`src/design/bba_pkg.sv`:
```
// ----------------------------------------------------------------------------
// bba_pkg
// shared types, sizes and constants of the bitmap block allocator
// ----------------------------------------------------------------------------
package bba_pkg;

  localparam int unsigned BLOCK_TOTAL     = 512;
  localparam int unsigned WORDS_PER_BLOCK = 4;
  localparam int unsigned MAP_ROW_W       = 64;
  localparam int unsigned MAP_ROWS        = BLOCK_TOTAL / MAP_ROW_W;
  localparam int unsigned ROW_AW          = $clog2(MAP_ROWS);
  localparam int unsigned POS_W           = $clog2(MAP_ROW_W);
  localparam int unsigned BLK_W           = 9;
  localparam int unsigned WIDX_W          = 2;
  localparam int unsigned WORD_W          = 64;
  localparam int unsigned CNT_W           = 10;
  localparam int unsigned WADDR_W         = BLK_W + WIDX_W;
  localparam int unsigned WORD_DEPTH      = BLOCK_TOTAL * WORDS_PER_BLOCK;
  localparam int unsigned MAP_BLOCK_A     = 127;
  localparam int unsigned MAP_BLOCK_B     = 128;
  localparam int unsigned INIT_USED       = 2;

  typedef enum logic [2:0] {
    OP_ALLOC   = 3'd0,
    OP_REQUEST = 3'd1,
    OP_RELEASE = 3'd2,
    OP_READ    = 3'd3,
    OP_WRITE   = 3'd4
  } op_e;

  typedef enum logic [2:0] {
    ST_IDLE,
    ST_ALLOC_CHK,
    ST_BIT_CHK,
    ST_WORD_RD,
    ST_RESP
  } state_e;

  // map row port request
  typedef struct packed {
    logic                 rd;
    logic                 wr;
    logic [ROW_AW-1:0]    addr;
    logic [MAP_ROW_W-1:0] wdata;
  } map_req_t;

  // map row contents after reset: only the two reserved blocks are set
  function automatic logic [MAP_ROW_W-1:0] map_reset_row(input logic [ROW_AW-1:0] row);
    logic [MAP_ROW_W-1:0] r;
    logic [BLK_W-1:0]     idx;
    r = '0;
    for (int i = 0; i < MAP_ROW_W; i++) begin
      idx  = {row, POS_W'(i)};
      r[i] = (idx == BLK_W'(MAP_BLOCK_A)) || (idx == BLK_W'(MAP_BLOCK_B));
    end
    return r;
  endfunction

endpackage

```
`src/design/bba_map_store.sv`:
```
// ----------------------------------------------------------------------------
// bba_map_store
// used-block map held as rows of 64 bits, one registered read port and one
// write port; a row never written reads as its reset pattern
// ----------------------------------------------------------------------------
module bba_map_store (
  input  logic                          clk_i,
  input  logic                          rst_ni,
  input  bba_pkg::map_req_t             req_i,
  output logic [bba_pkg::MAP_ROW_W-1:0] rdata_o
);
  import bba_pkg::*;

  logic [MAP_ROW_W-1:0] mem_q [MAP_ROWS];
  logic [MAP_ROWS-1:0]  row_valid_q;
  logic [MAP_ROW_W-1:0] rdata_q;
  logic                 rvalid_q;
  logic [ROW_AW-1:0]    raddr_q;

  // row valid bits and read side flags
  always_ff @(posedge clk_i or negedge rst_ni) begin
    if (!rst_ni) begin
      row_valid_q <= '0;
      rvalid_q    <= 1'b0;
      raddr_q     <= '0;
    end else begin
      if (req_i.rd) begin
        rvalid_q <= row_valid_q[req_i.addr];
        raddr_q  <= req_i.addr;
      end
      if (req_i.wr) begin
        row_valid_q[req_i.addr] <= 1'b1;
      end
    end
  end

  always_ff @(posedge clk_i) begin
    if (req_i.rd) begin
      rdata_q <= mem_q[req_i.addr];
    end
    if (req_i.wr) begin
      mem_q[req_i.addr] <= req_i.wdata;
    end
  end

  assign rdata_o = rvalid_q ? rdata_q : map_reset_row(raddr_q);

endmodule

```
`config.mk`:
```
export PLATFORM = sky130hd
export DESIGN_NAME = bba_map_store
export DESIGN_NICKNAME = d
export VERILOG_FILES = /design/src/design/bba_pkg.sv /design/src/design/bba_map_store.sv
export SDC_FILE = /design/constraint.sdc
export NUM_CORES = 1
export LEC_CHECK = 0
export ABC_AREA = 1
export BUFFER_PORTS_ARGS = -buffer_cell sky130_fd_sc_hd__clkbuf_2
export CAP_MARGIN = 30
export CELL_PAD_IN_SITES_DETAIL_PLACEMENT = 1
export CELL_PAD_IN_SITES_GLOBAL_PLACEMENT = 1
export CORE_ASPECT_RATIO = 0.6
export CORE_MARGIN = 5
export CORE_UTILIZATION = 40
export CTS_CLUSTER_SIZE = 8
export DETAILED_ROUTE_END_ITERATION = 10
export PLACE_DENSITY = 0.74
export SYNTH_ARGS = -nofsm -noshare
export SYNTH_HDL_FRONTEND = slang
export SYNTH_SLANG_ARGS = --single-unit
```
`constraint.sdc`:
```
create_clock -name clk_i -period 1.5 [get_ports clk_i]
set_clock_uncertainty 0.2 [all_clocks]
set_input_delay 0.15 -clock clk_i [delete_from_list [all_inputs] [get_ports clk_i]]
set_output_delay 0.15 -clock clk_i [all_outputs]
set_load 0.005 [all_outputs]
```
==> flow_metrics.py <==
metrics = {
    "worst_setup_path": {
        "critPathMaxFanout": 11,
        "worst_ep_arrival_time_ns": 1.69,
        "worstSetupEndpointType": "output pin",
        "startpoint_type": "register",
        "path_class": "reg -> out",
        "required_ns": 1.15,
    },
    "routing": {
        "routed-via-count": 15058,
        "drc": 0,
        "ant_nets": 0,
        "first_pass_iters": 5,
        "routedWlPerCell_microns": 21.6,
        "drt-vias-per-instance": 5.09,
        "wirelength_mm": 64.0,
        "drt_iter0_drc": 1161,
    },
    "timing": {
        "hold-worst-slack_ns": -0.0498,
        "maxSlewHeadroom_pct": 55.9,
        "setup_viol": 242,
        "hold_viol": 2,
        "finalSetupTns_ns": -55.94,
        "rsz0062_at_grt": "yes",
        "fin_ws_ns": -0.536,
        "worst_slew_pin_slew_ns": 0.659,
        "fin_crit_sh_pct": 136,
        "slew_violations": 0,
        "max_freq_mhz": 491,
        "timing.final.crit_period_ns": 2.04,
    },
    "clock_network": {
        "cts_buffers": 83,
        "numClockSinks": 588,
        "cts_tree": "yes",
        "clockBufferDepth": 3,
        "clk_latency_ns": 0.60,
        "root_buffer": "clkbuf_16",
        "htree_levels": 3,
        "path_clk_slew_ns": 0.05,
    },
    "place": {
        "dp_hpwl_mm": 40.2,
        "io_buffers": 134,
        "place_congestion": 0.765,
    },
    "cells_and_area": {
        "fillerInstances": 5799,
        "final_common_cell": "edfxtp_1",
        "drive_gt1_share_pct": 20.3,
        "antenna_cells": 0,
        "nNetsFinal": 2239,
        "syn2layout_area_growth_pct": 26.5,
        "layout_common_cells": "edfxtp_1, nand2_1, nor2_1",
    },
    "floorplanning": {
        "num_rows": 68,
        "io_pins": 135,
        "initial_core_util_pct": 40.2,
        "die-area_sq_mm": 0.0624,
        "die_w_microns": 319,
        "core_area_sq_mm": 0.0571,
        "die_height_microns": 195,
    },
    "synthesis": {
        "syn_area_sq_mm": 0.0229,
        "syn_inst": 1837,
        "syn_avg_cell_area_sq_um": 12.5,
        "synth_warnings": 0,
        "ys_seq_elements": 588,
        "synth_nets": 1908,
        "yosysUniqueCellTypes": 19,
        "ys_seq_area_share_pct": 76.7,
    },
    "outcome": {
        "violations": "hold timing, setup timing",
        "status": "complete, but fails checks",
    },
    "global_routing": {
        "grt_max_degree": 50,
        "grt_usage_pct": 20.3,
        "grt_pass1_wl_mm": 97.6,
        "grt_antenna_before_repair": 2,
        "grt_pass1_vias": 16434,
        "grt-ovfl-total": 0,
    },
    "power": {
        "ir_worst_vdd_mv": 0.791,
        "power_mw": 38.5,
        "power_density_mw_per_mm2": 1330,
        "p_leak_nw": 11.3,
    },
    "hold_path": {
        "hp-class": "in -> reg",
    },
    "flow_run": {
        "drv_cap": 0,
    },
}
-- layout make-up --
cell class / count / area (sq um) / share of cell area [%]
sequential: 588 / 17600 / 60.7
tap: 770 / 963 / 3.32
clock buffer: 100 / 2160 / 7.45
timing repair buffer: 331 / 3070 / 10.6
inverter: 182 / 691 / 2.38
multi-input combinational: 982 / 4420 / 15.3
clock inverter: 7 / 90.1 / 0.311
-- repair_timing --
action / in CTS / in global routing
gates cloned: 0 / 0
hold endpoints to repair: 599 / 3
gates resized for setup: 11 / 27
hold buffers: 72 / 1
setup endpoints to repair: 66 / 641
buffers inserted: 0 / 5
-- worst paths after layout --
kind	startpoint	to	slack, ns	depth (start not counted)
worst max-delay path	rvalid_q	rdata_o[12]	-0.54	5
worst min-delay path	req_i[65]	row_valid_q[1]	-0.05	4
worst max register to register	mem_q[4][5]	rdata_q[5]	0.07	5
worst min register to register	row_valid_q[3]	row_valid_q[3]	0.27	2
max in group asynchronous	rst_ni	rvalid_q	0.17	3
min in group asynchronous	rst_ni	raddr_q[1]	0.45	3
-- cell usage after synthesis --
cell	count	area (sq um)
edfxtp_1	576	17300
nand2_1	410	1540
nor2_1	252	946
inv_1	176	661
o21ai_0	153	766
nand3_1	54	270
or2_2	44	275
nand4_1	43	269
buf_2	36	180
clkbuf_1	35	131
o211ai_1	14	105
buf_4	12	90.1
dfrtp_1	12	300
o21ai_1	8	40.0
inv_2	6	22.5
buf_1	2	7.51
o31ai_1	2	15.0
nand2_2	1	6.26
nor2_4	1	11.3
-- metal layers --
layer / part of all wire (%) / global-route usage (%) / vias up
met2: 49 / 33.8 / 395
met5: 0.033 / 0 / -
met4: 1.8 / 5.00 / 4
met3: 4.9 / 4.06 / 105
li1: - / - / 6902
met1: 45 / 27.7 / 7652
-- critical path, stage by stage (launching register included) --
cell	delay (ns)
dfrtp_4	0.51
buf_12	0.18
buf_4	0.16
nand2_1	0.06
inv_2	0.05
clkbuf_2	0.10
-- power breakdown --
group | internal (mW) | switching [mW] | total, mW
Combinational | 1.05 | 1.72 | 2.77
Clock | 10.2 | 6.60 | 16.8
Sequential | 18.8 | 0.189 | 19.0
-- kinds of logic after synthesis --
kind of cell / synth area share [%]
AND/OR/NAND/NOR: 14.5
flip-flops: 76.7
AO/OA/AOI/OAI: 4.04
buffers and inverters: 4.76
-- per-stage QoR --
step	instance area [sq um]	std cells	utilization, %	setup slack [ns]
2_1_floorplan	23100	1837	-	-0.715
3_3_place_gp	25900	2776	45.4	-0.237
3_5_place_dp	25900	2776	45.4	-0.279
4_1_cts	28900	2955	50.6	-0.574
5_1_grt	29000	2960	50.8	-0.601
6_report	29000	2960	50.8	-0.536
-- state kept, by name, summed over array words and instances (netlist names) --
register	count
mem_q	512
rdata_q	64
row_valid_q	8
raddr_q	3
rvalid_q	1
(Power assumes the default switching activity.)
